==> config.mk <==
export PLATFORM = sky130hd
export DESIGN_NAME = hse_queue
export DESIGN_NICKNAME = d
export VERILOG_FILES = /design/src/rtl/hse_pkg.sv /design/src/rtl/hse_queue.sv
export SDC_FILE = /design/constraint.sdc
export NUM_CORES = 1
export LEC_CHECK = 0
export BUFFER_PORTS_ARGS = -buffer_cell sky130_fd_sc_hd__clkbuf_2
export CORE_MARGIN = 4
export CORE_UTILIZATION = 50
export CTS_BUF_LIST = sky130_fd_sc_hd__clkbuf_8
export DETAILED_ROUTE_END_ITERATION = 8
export PLACE_DENSITY = 0.77
export REMOVE_ABC_BUFFERS = 1
export SKIP_CTS_REPAIR_TIMING = 1
export SLEW_MARGIN = 15
export SYNTH_ARGS = -nofsm -noshare
export SYNTH_HDL_FRONTEND = slang
export SYNTH_SLANG_ARGS = --single-unit
==> constraint.sdc <==
create_clock -name clk -period 1.78 [get_ports clk]
set_input_delay 0.534 -clock clk [delete_from_list [all_inputs] [get_ports clk]]
set_output_delay 0.534 -clock clk [all_outputs]
set_load 0.02 [all_outputs]
==> src/rtl/hse_pkg.sv <==
// Package: shared types, constants and functions of the HMAC-SHA256 engine
`default_nettype none
package hse_pkg;

  localparam int LenBits = 61;
  localparam int QDepth = 4;
  localparam int QPtrW = 2;

  typedef enum logic [1:0] {
    REQ_KEY    = 2'd0,
    REQ_MSG    = 2'd1,
    REQ_FINISH = 2'd2,
    REQ_CLEAR  = 2'd3
  } req_t;

  typedef enum logic [1:0] {
    PH_KEY  = 2'd0,
    PH_MSG  = 2'd1,
    PH_DONE = 2'd2
  } phase_t;

  typedef struct packed {
    req_t       req;
    logic [7:0] data;
  } item_t;

  typedef struct packed {
    logic [31:0] word;
    logic [2:0]  idx;
    logic        status;
    logic        last;
  } result_t;

  localparam logic [31:0] IpadWord = 32'h36363636;
  localparam logic [31:0] OpadWord = 32'h5c5c5c5c;
  localparam logic [7:0]  PadByte  = 8'h80;

  typedef logic [7:0][31:0] hash_t;

  localparam hash_t InitHash = {
    32'h5be0cd19, 32'h1f83d9ab, 32'h9b05688c, 32'h510e527f,
    32'ha54ff53a, 32'h3c6ef372, 32'hbb67ae85, 32'h6a09e667
  };

  function automatic logic [31:0] round_const(input logic [5:0] i);
    logic [31:0] k;
    case (i)
      6'd0: k = 32'h428a2f98;  6'd1: k = 32'h71374491;
      6'd2: k = 32'hb5c0fbcf;  6'd3: k = 32'he9b5dba5;
      6'd4: k = 32'h3956c25b;  6'd5: k = 32'h59f111f1;
      6'd6: k = 32'h923f82a4;  6'd7: k = 32'hab1c5ed5;
      6'd8: k = 32'hd807aa98;  6'd9: k = 32'h12835b01;
      6'd10: k = 32'h243185be; 6'd11: k = 32'h550c7dc3;
      6'd12: k = 32'h72be5d74; 6'd13: k = 32'h80deb1fe;
      6'd14: k = 32'h9bdc06a7; 6'd15: k = 32'hc19bf174;
      6'd16: k = 32'he49b69c1; 6'd17: k = 32'hefbe4786;
      6'd18: k = 32'h0fc19dc6; 6'd19: k = 32'h240ca1cc;
      6'd20: k = 32'h2de92c6f; 6'd21: k = 32'h4a7484aa;
      6'd22: k = 32'h5cb0a9dc; 6'd23: k = 32'h76f988da;
      6'd24: k = 32'h983e5152; 6'd25: k = 32'ha831c66d;
      6'd26: k = 32'hb00327c8; 6'd27: k = 32'hbf597fc7;
      6'd28: k = 32'hc6e00bf3; 6'd29: k = 32'hd5a79147;
      6'd30: k = 32'h06ca6351; 6'd31: k = 32'h14292967;
      6'd32: k = 32'h27b70a85; 6'd33: k = 32'h2e1b2138;
      6'd34: k = 32'h4d2c6dfc; 6'd35: k = 32'h53380d13;
      6'd36: k = 32'h650a7354; 6'd37: k = 32'h766a0abb;
      6'd38: k = 32'h81c2c92e; 6'd39: k = 32'h92722c85;
      6'd40: k = 32'ha2bfe8a1; 6'd41: k = 32'ha81a664b;
      6'd42: k = 32'hc24b8b70; 6'd43: k = 32'hc76c51a3;
      6'd44: k = 32'hd192e819; 6'd45: k = 32'hd6990624;
      6'd46: k = 32'hf40e3585; 6'd47: k = 32'h106aa070;
      6'd48: k = 32'h19a4c116; 6'd49: k = 32'h1e376c08;
      6'd50: k = 32'h2748774c; 6'd51: k = 32'h34b0bcb5;
      6'd52: k = 32'h391c0cb3; 6'd53: k = 32'h4ed8aa4a;
      6'd54: k = 32'h5b9cca4f; 6'd55: k = 32'h682e6ff3;
      6'd56: k = 32'h748f82ee; 6'd57: k = 32'h78a5636f;
      6'd58: k = 32'h84c87814; 6'd59: k = 32'h8cc70208;
      6'd60: k = 32'h90befffa; 6'd61: k = 32'ha4506ceb;
      6'd62: k = 32'hbef4a3f7; 6'd63: k = 32'hc67178f2;
      default: k = 32'h0;
    endcase
    return k;
  endfunction

endpackage
`default_nettype wire

==> src/rtl/hse_queue.sv <==
// Short item queue between the input front end and the hash back end
`default_nettype none
module hse_queue (
  input  wire logic          clk,
  input  wire logic          rst_n,
  input  wire logic          push,
  input  wire hse_pkg::item_t push_item,
  output logic               full,
  input  wire logic          pop,
  output hse_pkg::item_t     head,
  output logic               empty
);
  hse_pkg::item_t                 mem_r [hse_pkg::QDepth];
  logic [hse_pkg::QPtrW-1:0]      wp_r, wp_nxt, rp_r, rp_nxt;
  logic [hse_pkg::QPtrW:0]        cnt_r, cnt_nxt;

  function automatic logic [hse_pkg::QPtrW-1:0] QPtrOne(input logic b);
    return {{(hse_pkg::QPtrW-1){1'b0}}, b};
  endfunction

  assign full  = (cnt_r == (hse_pkg::QPtrW+1)'(hse_pkg::QDepth));
  assign empty = (cnt_r == '0);
  assign head  = mem_r[rp_r];

  always_comb begin
    wp_nxt  = wp_r + QPtrOne(push);
    rp_nxt  = rp_r + QPtrOne(pop);
    cnt_nxt = cnt_r + {{hse_pkg::QPtrW{1'b0}}, push} - {{hse_pkg::QPtrW{1'b0}}, pop};
  end

  always_ff @(posedge clk) begin
    if (push) begin
      mem_r[wp_r] <= push_item;
    end
    if (!rst_n) begin
      wp_r  <= '0;
      rp_r  <= '0;
      cnt_r <= '0;
    end else begin
      wp_r  <= wp_nxt;
      rp_r  <= rp_nxt;
      cnt_r <= cnt_nxt;
    end
  end
endmodule
`default_nettype wire

# [After elaboration in Yosys (flattened, before gate mapping)]
# Memory sizes are Yosys's and may differ from the RTL's. A register that Yosys moved wholly into a read port is not among the register bits.
# Index checks and enable logic that the tools add are counted.
[totals] reg_bits=7 mem_bits_rw=40 inputBits=14 output_inout_bits=12 elab_cells=13 memories=1
[classes] addsub=4 n_eq_ne=1 n_mux=3 n_reduce_logical=1
[mem_list] name="mem_r" words=4 word_bits=10 read_ports=1 rd_clocked_by_memory_dff=1 wr=1 line="hse_queue.sv:13" rtl="hse_pkg::item_t mem_r [hse_pkg::QDepth];"
[ops] operator="adder 2 x 1 -> 2 bit" n=2
[ops] operator="adder 3 x 1 -> 3 bit" n=1
[ops] operator="== test 3 bit, second input constant" n=1
[ops] operator="zero test 3 bit" n=1
[ops] operator="subtractor 3 x 1 -> 3 bit" n=1
[ops] operator="2-to-1 mux 1 bit" n=2
[ops] operator="2-to-1 mux 2 bit" n=1

# [Logic depth before layout (Yosys ltp)]
[logic_depth] depth_word=2 ltp_mapped=7

# [Worst setup path before layout]
# Ideal clock, no wire load.
[synth_timing] kind="input-to-reg" start="input pop" end="register cnt_r[2] (netlist bit)" setup_time_ns=0.115 t_arrival_ns=1.667 required_ns=1.665 slack_ns=-0.002 path_stages=6 n_path_buf=0 cell_sequence="ha_1 -> inv_1 -> ha_1 -> fa_1 -> xnor3_1 -> and2_1"
[synth_between] elab_chain_cells=1
[synth_rtl] element="start, declared" line="hse_queue.sv:9" rtl="input wire logic pop,"
[synth_rtl] element="subtractor 3 x 1 -> 3 bit" line="hse_queue.sv:28" rtl="cnt_nxt = cnt_r + {{hse_pkg::QPtrW{1'b0}}, push} - {{hse_pkg::QPtrW{1'b0}}, pop};"
[synth_rtl] element="end signal, assigned" line="hse_queue.sv:42" rtl="cnt_r <= cnt_nxt;"
[synth_rtl] element="end, declared" line="hse_queue.sv:15" rtl="logic [hse_pkg::QPtrW:0] cnt_r, cnt_nxt;"
# No other way between the ends.
# A chain may end at the register's enable or synchronous reset.

==> out/results.tsv <==
metric	value	unit
status	finished, violations left	
violations	setup timing	
wl_met2	1430	µm
drt-initial-drc-count	31	
critPathKind	reg2out	
die_h	67.9	µm
path_buf_inv	2	
holdPathStages	1	
grt_pass1_vias	942	
synth_largest_type_area_fraction	67.0	%
crit_path_cell_trace	buf_6 > mux4_2 > buf_6	
cp_common_cell	buf_6	
setup_viol	10	
hold_violations	0	
fin_ws	-0.208	ns
relSlewSlack	88.3	%
cts_made_buffers	5	
cts_buffer_depth	2	
cp.depth	3	
critPathRequiredTime	1.25	ns
dr.pass1.iters	4	
power.density	1070	nW/µm²
htreeDepth	2	
design.core.area	3390	µm²
pin_count	26	
clk_latency	0.29	ns
clockRootBuffer	clkbuf_8	
cts_tree	built	
synthArstFlopShare	0	%
slew_violations	0	
grt_pass1_wl	4440	µm
synth_flop_cell	edfxtp_1	
antenna_found_initial	0	
slowest_stage	mux4_2	
synth_warnings	0	
rsz0062_at_grt	true	
synthTopCellsByArea	edfxtp_1 (67%), mux4_2 (13%), dfxtp_1 (7.8%), ha_1 (2.8%), and2_1 (2.4%)	
crit_family	multiplexers	
cp.arrival	1.45	ns
grt_max_degree	15	
finalCritPeriodShare	112	%
yosys-top-cells-count	edfxtp_1 (40), mux4_2 (10), and2_1 (7), dfxtp_1 (7)	
vias_per_cell	5.02	
path_max_fanout	5	
m1WireLength	1060	µm
hold_class	in2reg	
finClkSkew	0.00683	ns
yosysMostFrequentCell	edfxtp_1	
synth_area	1790	µm²
num_vias	864	
cts.sinks	47	
met3_length	174	µm
synth.distinct_cells	17	
drc	0	
nets	144	
vdd_ir_drop_max	648	µV
cp-end-kind	primary output	
startpoint_type	register	
n_antenna_cell	0	
r2r_cells	7	
drive_above_1_share	42.9	%
p_total	2.36	mW
drt_wl_total	2690	µm
hpwl	1930	µm
dp_slack	-0.169	ns
synth_edf_count	40	
rows	21	
overflow	0	
post_drt_wl_per_cell	15.6	µm
synth.largest_area_cell	edfxtp_1	
max_cap_violations	0	
clkSlewWorstSetupHoldPaths	0.08	ns
yosysSeqAreaShare	74.8	%
worst_pin_slew	0.175	ns
top_layer_used	met4	
grt_use_total	14.1	%
antenna_left	0	
io_buffers	25	
max_freq	503	MHz
ys_seq_elements	47	
p_leak	0.839	nW
netlist_instances	85	
syn_area_per_cell	21.1	µm²
cpPeakStageDelay	0.52	ns
period_needed	1.99	ns
gp_congestion	0.656	
syn_to_final_growth	22.8	%
start_util	52.9	%
die_w	67.9	µm
dieArea	4610	µm²
## registers in the layout, indices dropped and copies added (netlist names)
signal  flops
cnt_r       3
mem_r      40
rp_r        2
wp_r        2
## logic make-up after synthesis
family	synth area share, %
xor+xnor	2.23
flops	74.8
mux	12.6
fa+ha+maj	3.91
buf+inv	1.74
simple gates	4.74
## power breakdown
part           switching [mW]  internal, mW
Combinational           0.201         0.231
Clock                   0.320         0.307
Sequential             0.0315          1.27
Total                   0.553          1.81
## area by class of cell
| cell class | count | area, µm² |
|---|---|---|
| fill | 238 | 1190 |
| sequential | 47 | 1340 |
| clock inverter | 2 | 8.76 |
| inverter | 4 | 15.0 |
| multi-input combinational | 32 | 420 |
| clock buffer | 6 | 82.6 |
| timing repair buffer | 35 | 274 |
| tap | 46 | 57.6 |
## cells in the final DEF (no fill, tap or decap), drive strengths merged
master / instances
and3: 2
edfxtp: 40
mux4: 10
clkbuf: 21
and3b: 1
nand2: 1
dfxtp: 7
nor3: 1
and2: 7
xor2: 2
inv: 5
ha: 4
nor3b: 1
clkinv: 1
nor2: 1
xnor3: 1
fa: 1
buf: 20
## final timing paths
check / start / end / slack (ns)
setup / recovery: rp_r[0] / head[6] / -0.21
hold / removal: push_item[3] / mem_r[1][3] / 0.45
setup reg to reg: cnt_r[0] / cnt_r[2] / 0.11
hold reg to reg: wp_r[1] / wp_r[1] / 0.63
## metrics by stage
step           hold WS (ns)  instances  TNS [ns]  util [%]  cell area, µm²
2_1_floorplan         0.573         83    -0.613         -            1780
3_3_place_gp          0.590        164    -0.112      60.0            2030
3_5_place_dp          0.612        164    -0.194      60.0            2030
4_1_cts               0.446        172     -2.61      62.7            2130
5_1_grt               0.444        172     -2.66      65.0            2200
6_report              0.453        172     -1.96      65.0            2200
## metal layers
layer	vias to the layer above	GRT usage, %
met4	0	4.47
li1	415	-
met2	22	24.3
met3	4	5.58
met5	-	0
met1	423	16.3
No activity file was read; power rests on OpenSTA's default activity.
